File: config.mk
export PLATFORM = sky130hd
export DESIGN_NAME = software_timer_table_unit
export DESIGN_NICKNAME = d
export VERILOG_FILES = /design/src/hdl/stt_pkg.sv /design/src/hdl/stt_front.sv /design/src/hdl/stt_queue.sv /design/src/hdl/stt_back.sv /design/src/hdl/software_timer_table_unit.sv
export SDC_FILE = /design/constraint.sdc
export NUM_CORES = 2
export LEC_CHECK = 0
export BUFFER_PORTS_ARGS = -buffer_cell sky130_fd_sc_hd__buf_4
export CAP_MARGIN = 25
export CORE_MARGIN = 1
export CORE_UTILIZATION = 60
export CTS_BUF_LIST = sky130_fd_sc_hd__clkbuf_4
export DETAILED_ROUTE_END_ITERATION = 10
export GPL_ROUTABILITY_DRIVEN = 0
export GPL_TIMING_DRIVEN = 1
export PLACE_DENSITY = 0.76
export SYNTH_ARGS = -nofsm -noshare
export SYNTH_HDL_FRONTEND = slang
export SYNTH_SLANG_ARGS = --single-unit
File: constraint.sdc
create_clock -name clk -period 25.5 [get_ports clk]
set_input_delay 0 -clock clk [delete_from_list [all_inputs] [get_ports clk]]
set_output_delay 0 -clock clk [all_outputs]
set_load 0.005 [all_outputs]
File: src/hdl/stt_pkg.sv
package stt_pkg;

  // Table geometry
  localparam int SLOTS     = 16;
  localparam int MAX_OUT   = 16;
  localparam int SLOT_W    = (SLOTS > 1) ? $clog2(SLOTS) : 1;
  localparam int SCAN_W    = $clog2(SLOTS + 1);
  localparam int BUF_W     = (MAX_OUT > 1) ? $clog2(MAX_OUT) : 1;
  localparam int BUF_CNT_W = $clog2(MAX_OUT + 1);

  // Field widths
  localparam int TIME_W  = 48;
  localparam int DELAY_W = 32;
  localparam int ID_W    = 16;
  localparam int IDX_W   = 4;
  localparam int REQ_W   = 2;
  localparam int STAT_W  = 2;

  // Command queue between front and back
  localparam int QUEUE_DEPTH = 2;
  localparam int QPTR_W      = (QUEUE_DEPTH > 1) ? $clog2(QUEUE_DEPTH) : 1;
  localparam int QCNT_W      = $clog2(QUEUE_DEPTH + 1);

  // Request codes on the input channel
  localparam logic [REQ_W-1:0] REQ_ADD    = 2'd0;
  localparam logic [REQ_W-1:0] REQ_REMOVE = 2'd1;
  localparam logic [REQ_W-1:0] REQ_TICK   = 2'd2;

  typedef enum logic [1:0] {
    OP_ADD,
    OP_REMOVE,
    OP_TICK,
    OP_NONE
  } op_t;

  typedef enum logic [STAT_W-1:0] {
    STAT_OK          = 2'd0,
    STAT_FULL        = 2'd1,
    STAT_NOT_FOUND   = 2'd2,
    STAT_NOTHING_DUE = 2'd3
  } status_t;

  typedef enum logic [1:0] {
    ST_IDLE,
    ST_SCAN,
    ST_SEND,
    ST_DRAIN
  } state_t;

  // Classified request, as it travels through the queue
  typedef struct packed {
    op_t               op;
    logic [TIME_W-1:0] now;
    logic [TIME_W-1:0] time_val;
    logic              periodic;
    logic [ID_W-1:0]   id;
  } cmd_t;

  // One timer slot in the entry memory
  typedef struct packed {
    logic              periodic;
    logic [TIME_W-1:0] time_val;
    logic [TIME_W-1:0] last_fire;
    logic [ID_W-1:0]   ident;
  } entry_t;

  // One firing, held until the tick's scan is over
  typedef struct packed {
    logic [ID_W-1:0]   id;
    logic [SLOT_W-1:0] slot;
  } fire_t;

  // Report a slot number in the fixed width of the result field
  function automatic logic [IDX_W-1:0] slot_to_index(input logic [SLOT_W-1:0] s);
    logic [SLOT_W+IDX_W-1:0] wide;
    wide = {{IDX_W{1'b0}}, s};
    return wide[IDX_W-1:0];
  endfunction

endpackage

File: src/hdl/stt_front.sv
module stt_front (
  input  logic                         in_valid,
  output logic                         in_stall,
  input  logic [stt_pkg::REQ_W-1:0]    req_type,
  input  logic [stt_pkg::TIME_W-1:0]   now_ms,
  input  logic [stt_pkg::DELAY_W-1:0]  delay_ms,
  input  logic                         repeat_flag,
  input  logic [stt_pkg::ID_W-1:0]     event_id,
  output logic                         push_valid,
  input  logic                         push_stall,
  output stt_pkg::cmd_t                push_cmd
);
  import stt_pkg::*;

  logic [TIME_W-1:0] period_ext;
  logic [TIME_W-1:0] deadline;

  // Hold the sender while the queue is full
  assign in_stall   = push_stall;
  assign push_valid = in_valid;

  // Work out the one-shot deadline up front, wrapping at 48 bits
  assign period_ext = {{(TIME_W-DELAY_W){1'b0}}, delay_ms};
  assign deadline   = now_ms + period_ext;

  // Classify the request
  always_comb begin
    push_cmd.now      = now_ms;
    push_cmd.periodic = repeat_flag;
    push_cmd.id       = event_id;
    push_cmd.time_val = repeat_flag ? period_ext : deadline;
    case (req_type)
      REQ_ADD:    push_cmd.op = OP_ADD;
      REQ_REMOVE: push_cmd.op = OP_REMOVE;
      REQ_TICK:   push_cmd.op = OP_TICK;
      default:    push_cmd.op = OP_NONE;
    endcase
  end

endmodule

File: src/hdl/stt_queue.sv
module stt_queue (
  input  logic          clk,
  input  logic          rst,
  input  logic          push_valid,
  output logic          push_stall,
  input  stt_pkg::cmd_t push_cmd,
  output logic          pop_valid,
  input  logic          pop,
  output stt_pkg::cmd_t pop_cmd
);
  import stt_pkg::*;

  cmd_t              entries [QUEUE_DEPTH];
  logic [QPTR_W-1:0] wr_ptr;
  logic [QPTR_W-1:0] rd_ptr;
  logic [QCNT_W-1:0] count;
  logic              push_fire;
  logic              pop_fire;

  assign push_stall = (count == QCNT_W'(QUEUE_DEPTH));
  assign pop_valid  = (count != '0);
  assign push_fire  = push_valid && !push_stall;
  assign pop_fire   = pop && pop_valid;
  assign pop_cmd    = entries[rd_ptr];

  // Advance pointers and fill count
  always_ff @(posedge clk) begin
    if (rst) begin
      wr_ptr <= '0;
      rd_ptr <= '0;
      count  <= '0;
    end else begin
      if (push_fire) wr_ptr <= wr_ptr + QPTR_W'(1);
      if (pop_fire)  rd_ptr <= rd_ptr + QPTR_W'(1);
      count <= count + QCNT_W'(push_fire) - QCNT_W'(pop_fire);
    end
  end

  // Store the incoming command
  always_ff @(posedge clk) begin
    if (push_fire) entries[wr_ptr] <= push_cmd;
  end

endmodule

File: src/hdl/stt_back.sv
module stt_back (
  input  logic                        clk,
  input  logic                        rst,
  input  logic                        q_valid,
  input  stt_pkg::cmd_t               q_cmd,
  output logic                        q_pop,
  output logic                        out_valid,
  input  logic                        out_stall,
  output logic [stt_pkg::STAT_W-1:0]  status,
  output logic                        fired,
  output logic [stt_pkg::ID_W-1:0]    fired_id,
  output logic [stt_pkg::IDX_W-1:0]   slot_index,
  output logic                        table_empty,
  output logic                        last_result
);
  import stt_pkg::*;

  state_t               state;
  state_t               state_next;
  cmd_t                 cmd;
  logic [SLOTS-1:0]     slot_valid;
  logic [SLOTS-1:0]     slot_valid_next;

  entry_t               mem [SLOTS];
  entry_t               mem_rd;
  entry_t               mem_wdata;
  logic                 mem_we;
  logic [SLOT_W-1:0]    mem_waddr;
  logic [SLOT_W-1:0]    mem_raddr;

  logic [SCAN_W-1:0]    scan_idx;
  logic                 scan_issue;
  logic                 scan_done;
  logic                 eval_valid;
  logic [SLOT_W-1:0]    eval_idx;

  fire_t                fire_buf [MAX_OUT];
  fire_t                drain_entry;
  logic [BUF_CNT_W-1:0] fire_cnt;
  logic [BUF_CNT_W-1:0] drain_ptr;
  logic                 drain_last;

  status_t              res_status;
  logic [ID_W-1:0]      res_id;
  logic [SLOT_W-1:0]    res_slot;

  logic                 free_any;
  logic [SLOT_W-1:0]    free_slot;
  logic                 add_go;
  logic [TIME_W-1:0]    elapsed;
  logic                 due;
  logic                 tick_fire;
  logic                 rm_hit;
  logic                 out_free;
  logic                 load_single;
  logic                 load_drain;

  assign out_free = !out_valid || !out_stall;

  // Find the lowest free slot
  always_comb begin
    free_any  = 1'b0;
    free_slot = '0;
    for (int i = SLOTS - 1; i >= 0; i--) begin
      if (!slot_valid[i]) begin
        free_any  = 1'b1;
        free_slot = SLOT_W'(i);
      end
    end
  end

  assign add_go = (state == ST_IDLE) && q_valid && (q_cmd.op == OP_ADD) && free_any;

  // Judge the slot whose entry came out of memory this cycle
  assign elapsed   = cmd.now - mem_rd.last_fire;
  assign due       = mem_rd.periodic ? (elapsed >= mem_rd.time_val)
                                     : (cmd.now >= mem_rd.time_val);
  assign tick_fire = eval_valid && (cmd.op == OP_TICK) && slot_valid[eval_idx] && due
                     && (fire_cnt < BUF_CNT_W'(MAX_OUT));
  assign rm_hit    = eval_valid && (cmd.op == OP_REMOVE) && slot_valid[eval_idx]
                     && (mem_rd.ident == cmd.id) && (res_status != STAT_OK);

  assign scan_done  = (state == ST_SCAN) && !scan_issue && !eval_valid;
  assign drain_last = ((drain_ptr + BUF_CNT_W'(1)) == fire_cnt);
  assign drain_entry = fire_buf[drain_ptr[BUF_W-1:0]];

  // Next state
  always_comb begin
    state_next = state;
    case (state)
      ST_IDLE: begin
        if (q_valid) begin
          if (q_cmd.op == OP_REMOVE || q_cmd.op == OP_TICK) state_next = ST_SCAN;
          else state_next = ST_SEND;
        end
      end
      ST_SCAN: begin
        if (scan_done) begin
          if (cmd.op == OP_TICK && fire_cnt != '0) state_next = ST_DRAIN;
          else state_next = ST_SEND;
        end
      end
      ST_SEND: begin
        if (out_free) state_next = ST_IDLE;
      end
      ST_DRAIN: begin
        if (out_free && drain_last) state_next = ST_IDLE;
      end
      default: state_next = ST_IDLE;
    endcase
  end

  // State outputs
  always_comb begin
    q_pop       = 1'b0;
    scan_issue  = 1'b0;
    load_single = 1'b0;
    load_drain  = 1'b0;
    case (state)
      ST_IDLE:  q_pop = 1'b1;
      ST_SCAN:  scan_issue = (scan_idx < SCAN_W'(SLOTS));
      ST_SEND:  load_single = out_free;
      ST_DRAIN: load_drain = out_free;
      default: begin
        q_pop = 1'b0;
      end
    endcase
  end

  // Select the memory write: a new timer, or a periodic timer's new firing time
  assign mem_raddr = scan_idx[SLOT_W-1:0];
  always_comb begin
    mem_we    = 1'b0;
    mem_waddr = eval_idx;
    mem_wdata = mem_rd;
    if (add_go) begin
      mem_we             = 1'b1;
      mem_waddr          = free_slot;
      mem_wdata.periodic = q_cmd.periodic;
      mem_wdata.time_val = q_cmd.time_val;
      mem_wdata.last_fire = q_cmd.now;
      mem_wdata.ident    = q_cmd.id;
    end else if (tick_fire && mem_rd.periodic) begin
      mem_we              = 1'b1;
      mem_wdata.last_fire = cmd.now;
    end
  end

  // Set on add, drop on remove or one-shot firing
  always_comb begin
    slot_valid_next = slot_valid;
    if (add_go) slot_valid_next[free_slot] = 1'b1;
    if (rm_hit) slot_valid_next[eval_idx] = 1'b0;
    if (tick_fire && !mem_rd.periodic) slot_valid_next[eval_idx] = 1'b0;
  end

  // Entry memory with registered read
  always_ff @(posedge clk) begin
    if (mem_we) mem[mem_waddr] <= mem_wdata;
    mem_rd <= mem[mem_raddr];
  end

  // Control registers
  always_ff @(posedge clk) begin
    if (rst) begin
      state      <= ST_IDLE;
      slot_valid <= '0;
      eval_valid <= 1'b0;
      scan_idx   <= '0;
      fire_cnt   <= '0;
      drain_ptr  <= '0;
    end else begin
      state      <= state_next;
      slot_valid <= slot_valid_next;
      eval_valid <= scan_issue;
      if (state == ST_IDLE) begin
        scan_idx  <= '0;
        fire_cnt  <= '0;
        drain_ptr <= '0;
      end else begin
        if (scan_issue) scan_idx  <= scan_idx + SCAN_W'(1);
        if (tick_fire)  fire_cnt  <= fire_cnt + BUF_CNT_W'(1);
        if (load_drain) drain_ptr <= drain_ptr + BUF_CNT_W'(1);
      end
    end
  end

  // Take the command, prepare its single result and buffer each tick firing
  always_ff @(posedge clk) begin
    eval_idx <= mem_raddr;
    if (state == ST_IDLE && q_valid) begin
      cmd <= q_cmd;
      case (q_cmd.op)
        OP_ADD: begin
          res_status <= free_any ? STAT_OK : STAT_FULL;
          res_id     <= q_cmd.id;
          res_slot   <= free_any ? free_slot : '0;
        end
        OP_REMOVE: begin
          res_status <= STAT_NOT_FOUND;
          res_id     <= q_cmd.id;
          res_slot   <= '0;
        end
        default: begin
          res_status <= STAT_NOTHING_DUE;
          res_id     <= '0;
          res_slot   <= '0;
        end
      endcase
    end else if (rm_hit) begin
      res_status <= STAT_OK;
      res_slot   <= eval_idx;
    end
    if (tick_fire) begin
      fire_buf[fire_cnt[BUF_W-1:0]] <= '{id: mem_rd.ident, slot: eval_idx};
    end
  end

  // Output register valid
  always_ff @(posedge clk) begin
    if (rst) begin
      out_valid <= 1'b0;
    end else if (load_single || load_drain) begin
      out_valid <= 1'b1;
    end else if (!out_stall) begin
      out_valid <= 1'b0;
    end
  end

  // Output register payload
  always_ff @(posedge clk) begin
    if (load_single) begin
      status      <= res_status;
      fired       <= 1'b0;
      fired_id    <= res_id;
      slot_index  <= slot_to_index(res_slot);
      table_empty <= ~|slot_valid;
      last_result <= 1'b1;
    end else if (load_drain) begin
      status      <= STAT_OK;
      fired       <= 1'b1;
      fired_id    <= drain_entry.id;
      slot_index  <= slot_to_index(drain_entry.slot);
      table_empty <= ~|slot_valid;
      last_result <= drain_last;
    end
  end

  a_eval_in_scan: assert property (@(posedge clk) disable iff (rst)
    eval_valid |-> state == ST_SCAN)
    else $error("slot evaluated outside a scan");

  a_drain_has_work: assert property (@(posedge clk) disable iff (rst)
    state == ST_DRAIN |-> fire_cnt != '0 && drain_ptr < fire_cnt)
    else $error("drain without buffered firings");

  a_fire_bound: assert property (@(posedge clk) disable iff (rst)
    fire_cnt <= BUF_CNT_W'(MAX_OUT))
    else $error("firing buffer overrun");

  a_idle_leaves: assert property (@(posedge clk) disable iff (rst)
    state == ST_IDLE && q_valid |=> state != ST_IDLE)
    else $error("queued command not taken");

endmodule

File: src/hdl/software_timer_table_unit.sv
// Software timer table: SLOTS one-shot or periodic timers driven by requests
// that carry the current time.
// Input channel (in_valid/in_stall): req_type selects add, remove by id or
// tick; a transfer happens when in_valid is high and in_stall is low. A
// two-entry command queue sits behind the input, so in_stall rises only when
// it is full.
// Output channel (out_valid/out_stall): one result per add, remove or unused
// code; a tick gives one result per firing timer in slot order, or a single
// nothing-due result. last_result marks the final result of each request.
// Add gives its result without a scan; remove and tick scan the entry memory
// one slot per cycle before their first result. The back end takes one
// request at a time, and the entry memory has one read port; later requests
// wait in the queue.
// Reset (rst, synchronous) empties the table and the queue; entry contents
// need no clearing pass. While out_stall is high the result register holds,
// the back end waits to load a result and the queue backs up onto in_stall.
module software_timer_table_unit (
  input  logic                         clk,
  input  logic                         rst,
  input  logic                         in_valid,
  output logic                         in_stall,
  input  logic [stt_pkg::REQ_W-1:0]    req_type,
  input  logic [stt_pkg::TIME_W-1:0]   now_ms,
  input  logic [stt_pkg::DELAY_W-1:0]  delay_ms,
  input  logic                         repeat_flag,
  input  logic [stt_pkg::ID_W-1:0]     event_id,
  output logic                         out_valid,
  input  logic                         out_stall,
  output logic [stt_pkg::STAT_W-1:0]   status,
  output logic                         fired,
  output logic [stt_pkg::ID_W-1:0]     fired_id,
  output logic [stt_pkg::IDX_W-1:0]    slot_index,
  output logic                         table_empty,
  output logic                         last_result
);
  import stt_pkg::*;

  logic push_valid;
  logic push_stall;
  cmd_t push_cmd;
  logic pop_valid;
  logic pop;
  cmd_t pop_cmd;

  stt_front u_front (
    .in_valid    (in_valid),
    .in_stall    (in_stall),
    .req_type    (req_type),
    .now_ms      (now_ms),
    .delay_ms    (delay_ms),
    .repeat_flag (repeat_flag),
    .event_id    (event_id),
    .push_valid  (push_valid),
    .push_stall  (push_stall),
    .push_cmd    (push_cmd)
  );

  stt_queue u_queue (
    .clk        (clk),
    .rst        (rst),
    .push_valid (push_valid),
    .push_stall (push_stall),
    .push_cmd   (push_cmd),
    .pop_valid  (pop_valid),
    .pop        (pop),
    .pop_cmd    (pop_cmd)
  );

  stt_back u_back (
    .clk         (clk),
    .rst         (rst),
    .q_valid     (pop_valid),
    .q_cmd       (pop_cmd),
    .q_pop       (pop),
    .out_valid   (out_valid),
    .out_stall   (out_stall),
    .status      (status),
    .fired       (fired),
    .fired_id    (fired_id),
    .slot_index  (slot_index),
    .table_empty (table_empty),
    .last_result (last_result)
  );

endmodule
# Word level (Yosys, flattened, before mapping)
# Memory sizes are Yosys's and may differ from the RTL's. A register that Yosys moved wholly into a read port is not among the register bits.
# Cells that the tools add are included.
# W data, S select, Z words.
[totals]
memories = 3
out_inout_bits = 27
romBits = 0
in_bits = 103
ram_bits = 2358
word_cells = 197
latch_bits = 0
reg_bits = 156
[op_classes]
n_div = 0
muxes = 90
shift = 0
n_eq_ne = 17
magnitude_cmp = 8
reduce_logical = 43
add_sub_neg = 9
n_mul = 0
bitwise_logic = 4
[memory_table]
columns = ["name", "words", "word_bits", "rd", "rd_clocked_by_memory_dff", "wr", "line", "source"]
rows = [
  ["u_back.mem", 16, 113, 1, 1, 1, "stt_back.sv:24", "entry_t mem [SLOTS];"],
  ["u_back.fire_buf", 16, 20, 1, 1, 1, "stt_back.sv:37", "fire_t fire_buf [MAX_OUT];"],
  ["u_queue.entries", 2, 115, 1, 1, 1, "stt_queue.sv:13", "cmd_t entries [QUEUE_DEPTH];"],
]
[op_table]
columns = ["op", "n"]
rows = [
  ["$mux W48", 3],
  ["$mux W4", 25],
  ["$ge A48 B48 Y1", 2],
  ["$mux W16", 6],
  ["$mux W49", 1],
  ["$add A48 B32 Y48", 1],
  ["$sub A48 B48 Y48", 1],
  ["$mux W1", 40],
  ["$and A16 B16 Y16", 2],
  ["$logic_and A1 B1 Y1", 21],
  ["$mux W2", 9],
  ["$eq A16 B16 Y1", 1],
  ["$not A16 Y16", 1],
  ["$or A16 B16 Y16", 1],
  ["$reduce_or A16 Y1", 1],
  ["$add A5 B1 Y5 const B", 3],
  ["$eq A2 B2 Y1 const B", 6],
  ["$lt A4 B5 Y1 const B", 2],
  ["$lt A5 B5 Y1 const B", 2],
  ["$ne A2 B1 Y1 const B", 5],
  ["$demux W1 S4", 2],
  ["$eq A2 B1 Y1 const B", 4],
  ["$ge A4 B1 Y1 const B", 2],
  ["$pmux W2 S4", 1],
  ["14 further kinds", 29],
]

# Logic depth before layout (Yosys ltp)
[logic_depth]
ltp_word = 26
mapped_depth = 25
mapped_depth_nobuf = 23

# Hierarchy
# From an unflattened synthesis, not the netlist that was laid out.
[hier_totals]
hier_cells = 5415
area_unflattened_um2 = 106515.9
[by_module_without_submodules]
columns = ["module", "instances", "seq_area_each_um2", "cells_each", "area_per_inst_um2"]
rows = [
  ["stt_back", 1, 70397.5, 4570, 94807.2],
  ["stt_queue", 1, 7006.7, 385, 8733.4],
  ["stt_front", 1, 0.0, 460, 2975.4],
]

# Worst setup path after synthesis
# Ideal clock, no wire load.
[synth_timing]
kind = "register to register"
from = "register u_back.cmd[66] in the netlist's numbering"
to = "memory u_back.mem[11][0] in the netlist's numbering, enable pin"
path_stages_with_launch = 19
setup_slack_ns = 9.582
n_path_buf = 0
t_arrival_ns = 15.055
synth_period_minus_slack_ns = 15.918
t_required_ns = 24.637
setup_time_ns = 0.863
path_cell_list = "edfxtp_1 > ha_1 > nor2b_1 > o31a_1 > o31a_1 > a211oi_4 > nor4_2 > nor3_2 > a211oi_1 > o21a_1 > or3b_1 > ha_1 > nand4_1 > nor4_1 > inv_1 > nor4b_2 > o211ai_4 > o31a_1 > nor4_1"
[synth_between]
elab_chain_len = 10
word_cells_on_any_way = 11
cone_classes = "1 x add/sub; 2 x order compare; 5 x mux; 3 x reduce/logical"
[synth_lines]
columns = ["element", "line", "source"]
rows = [
  ["start, declared", "stt_back.sv:20", "cmd_t cmd;"],
  ["start signal, assigned", "stt_back.sv:192", "cmd <= q_cmd;"],
  ["$sub A48 B48 Y48", "stt_back.sv:75", "assign elapsed = cmd.now - mem_rd.last_fire;"],
  ["$ge A48 B48 Y1", "stt_back.sv:76", "assign due = mem_rd.periodic ? (elapsed >= mem_rd.time_val)"],
  ["$mux W1 *", "stt_back.sv:76", ""],
  ["$logic_and A1 B1 Y1 *", "stt_back.sv:78", "assign tick_fire = eval_valid && (cmd.op == OP_TICK) && slot_valid[eval_idx] && due"],
  ["$logic_and A1 B1 Y1 *", "stt_back.sv:79", "&& (fire_cnt < BUF_CNT_W'(MAX_OUT));"],
  ["$logic_and A1 B1 Y1 *", "stt_back.sv:143", "end else if (tick_fire && mem_rd.periodic) begin"],
  ["$mux W1 *", "stt_back.sv:143", ""],
  ["$mux W1 *", "stt_back.sv:136", "if (add_go) begin"],
  ["$mux W1 *", "stt_back.sv:159", "if (mem_we) mem[mem_waddr] <= mem_wdata;"],
  ["$mux W1 (implied by the code) *", "stt_back.sv:159", ""],
  ["end, declared", "stt_back.sv:24", ""],
]
# Mark *: on every way between the ends. The rest lies on a longest branch, timed or not.

# Worst setup path after layout
[layout_timing]
from = "register u_back.cmd[65] in the netlist's numbering"
to = "memory u_back.mem[0][71] in the netlist's numbering, enable pin"
# The elaborated chain is that of the path after synthesis.

==> impl_metrics.yaml <==
outcome:
  run_status: "completed"
synthesis:
  synth.cell_area_sq_mm: 0.106
  synth.yosys.warnings: 0
  synth.yosys.seq_area_share_pct: 72.9
  synth_ff_type: "sky130_fd_sc_hd__edfxtp_1"
  synthMostInstantiatedCell: "sky130_fd_sc_hd__edfxtp_1"
  netlist_instances: 5431
  yosysTopAreaCell: "sky130_fd_sc_hd__edfxtp_1"
  netlist-cell-type-count: 85
  synth_top_cell_area_share_pct: 69.8
  synth.avg_cell_area_sq_um: 19.6
  synth_enable_flop_cells: 2469
  async_flop_share_pct: 0
  cells_taking_the_most_area_after_synthesis: "sky130_fd_sc_hd__edfxtp_1 70%, sky130_fd_sc_hd__mux4_2 14%, sky130_fd_sc_hd__dfxtp_1 3.1%"
  postSynthNetCount: 5722
  synth_common_cells: "2469 x sky130_fd_sc_hd__edfxtp_1, 670 x sky130_fd_sc_hd__mux4_2, 210 x sky130_fd_sc_hd__nand2_1"
  synth.ff_latch_count: 2632
routing:
  route.detailed.wl_per_inst_um: 28.0
  drt_iter0_markers: 6757
  final_antenna_net_count: 0
  avgViaCountPerCell: 6.34
  dr_drc_count: 0
  drt_first_pass_iters: 6
  vias: 58800
  wirelength_mm: 260
job:
  cap_viol_max_count: 0
pwr:
  sw_frac_of_total_pct: 28.7
  power.density_mw_per_mm2: 92.9
  standby_leakage_power_uw: 0.0410
  sequential_power_share_pct: 48.8
  power_switching_uw: 3250
  clock_power_share_pct: 30.8
  max_vdd_drop_v: 0.0000713
  total_power_uw: 11300
  internal-power_uw: 8090
  combinationalPowerShare_pct: 20.4
global_route:
  grt_use_total_pct: 29.3
  initial_antenna_violation_count: 11
  use_met3_pct: 5.98
  global_route_wire_length_before_repair_mm: 383
  grt_start_max_net_pins: 135
  total_grt_overflow: 0
  met1_track_usage_gr_pct: 39.5
  grt_util_met2_pct: 47.3
  highest_utilization_routing_layer_at_the_global_route_stage: "met2"
  first_global_vias: 60300
worst_setup_path:
  critical_path.top_delay_family: "compound AO/OA/AOI/OAI gates"
  crit_buf_inv: 5
  crit_path_cell_trace: "inv_1 > ha_1 > inv_1 > fa_1 > a211oi_1 > o21ai_0 > nand4_1 > a2111o_1 > a21oi_2 > o21ai_2 > o21ai_1 > a221oi_1 > xnor2_1 > ha_1 > nand4_1 > nor4_1 > inv_1 > nor4b_2 > o211ai_4 > o31a_1 > nor4_2 > buf_4 > buf_4"
  r2r_slack_ps: 17380
  cp_max_fo: 51
  startpoint_type: "flip-flop"
  endpoint_kind: "flip-flop"
  timing.rr.start: "u_back.cmd[65]$_DFFE_PP_"
  critPathLaunch: "u_back.cmd[65]$_DFFE_PP_"
  cp_common_cell: "sky130_fd_sc_hd__inv_1"
  worst_path_max_delay_cell: "sky130_fd_sc_hd__buf_4"
  max_stage_delay_ps: 850
  data_required_time_at_the_worst_endpoint_ps: 26410
  critPathArrivalTime_ps: 9030
  timing.setup.critical_path_class: "reg2reg"
die:
  core_box_area_sq_mm: 0.176
  i_o_pin_count: 130
  fp.dieW_um: 423
  start_util_pct: 60.4
  dieHeight_um: 423
  core.rowCount: 154
  floorplan.die_area_sq_mm: 0.179
hold_path:
  min_from: "repeat_flag"
  worstHoldPathType: "in2reg"
timing:
  fin_hold_ws_ps: 180
  layout_setup_ws_ps: 17380
  rsz0062_at_grt: "false"
  timing.setup.tns_ps: 0
  post-route-period-util_pct: 31.9
  setup_viol_count_final: 0
  finalWorstPathRequiredPeriod_ps: 8120
  timing_worst_slew_pin_value_ps: 1110
  final-hold-violation-count: 0
  highest_clock_rate_mhz: 123
  slew_violations: 0
  setup_skew_after_layout_ps: 138
  maxSlewHeadroom_pct: 26.0
place:
  place.port_buffers: 129
  final_hpwl_dp_mm: 148
  dp_worst_setup_slack_ps: 17500
clock_network:
  cts_root_buffer: "sky130_fd_sc_hd__clkbuf_4"
  cts_buffer_depth: 4
  cts_resized: 0
  sinks_on_clock_net: 2632
  clk_latency_ps: 1400
  cts_htree_levels: 6
  numCtsBuffers: 653
  postCtsSetupRepairBufs: 0
  cts_tree: "done"
  clkSlewWorstSetupHoldPaths_ps: 70
final_layout:
  finalCoreUtilization_pct: 69.4
  finalNetCount: 6732
  drive_gt1_share_pct: 31.3
  layout-area-overhead-vs-synth_pct: 15.0
  layout_filler_cell_count: 10800
==> state kept, by name, indices dropped and copies added (netlist names), 16 cells and up, named ones only <==
name               count
u_back.mem          1808
u_back.fire_buf      320
u_queue.entries      230
u_back.mem_rd        113
u_back.cmd            66
u_back.fired_id       16
u_back.res_id         16
u_back.slot_valid     16
==> layout by cell type, fill, tap and decap left out, drive strengths merged, types with 17 or more instances in the layout <==
master / n
nor3: 21
mux4: 670
clkbuf: 996
xnor2: 57
nor2b: 19
nand3: 77
a31oi: 22
ha: 186
a21oi: 138
nor2: 113
dlygate4sd3: 292
nor4: 29
edfxtp: 2469
dfxtp: 163
inv: 165
buf: 328
and3: 34
o21ai: 164
mux2: 77
nand2b: 18
o211ai: 61
a211oi: 17
mux2i: 71
clkinv: 131
nand2: 211
a21o: 102
nand4: 83
xor2: 40
==> tightest hold or removal path: stages <==
cell                            delay, ps
sky130_fd_sc_hd__dlygate4sd3_1        540
sky130_fd_sc_hd__buf_4                170
sky130_fd_sc_hd__buf_4                310
sky130_fd_sc_hd__a21oi_1              270
==> area by class of cell <==
type                       instances  area [sq um]  share of cell area, %
clock inverter                   149           807                  0.661
multi-input combinational       2377         27300                   22.3
tap                             2340          2930                   2.40
antenna                            7          17.5                 0.0143
clock buffer                     996          7480                   6.12
sequential                      2632         77400                   63.4
inverter                         157           592                  0.485
timing repair buffer             620          5600                   4.58
==> logic make-up (layout without fill, tap and decap cells) <==
logic type | Yosys count | in the layout | share of synthesized area, %
compound gates | 608 | 608 | 3.72
flops | 2632 | 2632 | 72.9
xor+xnor | 97 | 97 | 0.800
simple gates | 666 | 666 | 3.12
buf+inv | 422 | 1922 | 1.57
mux | 818 | 818 | 15.7
fa+ha+maj | 188 | 188 | 2.23
other cells | 0 | 7 | 0
==> metal layers <==
metal  vias up  routed length, um
met4         6               8740
met5         -                 41
met1     30100              98000
met2      3431             129000
li1      24800                  -
met3       521              24300
==> path summary, 6_finish.rpt <==
check / to / cells past startpoint
max: u_back.mem[0][71]$_DFFE_PP_ / 23
min: u_queue.entries[1][50]$_DFFE_PP_ / 4
max reg2reg: u_back.mem[0][71]$_DFFE_PP_ / 23
min reg2reg: u_back.cmd[112]$_DFFE_PP_ / 1
==> through the flow <==
step	instances	area (sq um)
2_1_floorplan	5431	106000
3_3_place_gp	7813	111000
5_1_grt	9277	122000
3_5_place_dp	7821	111000
4_1_cts	9258	122000
6_report	9278	122000
==> power groups by stage <==
| stage | Combinational [uW] | Sequential, uW | Clock, uW |
|---|---|---|---|
| finish | 2310 | 5540 | 3490 |
| global route | 2480 | 5560 | 3780 |
| CTS | 2260 | 5540 | 3560 |
| detailed placement | 2210 | 5630 | 0 |
| global placement | 2140 | 5620 | 0 |
| floorplan | 1460 | 5570 | 0 |
==> what timing repair did <==
| item | in CTS | in global routing |
|---|---|---|
| setup endpoints to repair | 0 | 0 |
| hold buffers | 292 | 0 |
| hold endpoints to repair | 451 | 0 |
No activity file was read; power rests on OpenSTA's default activity.
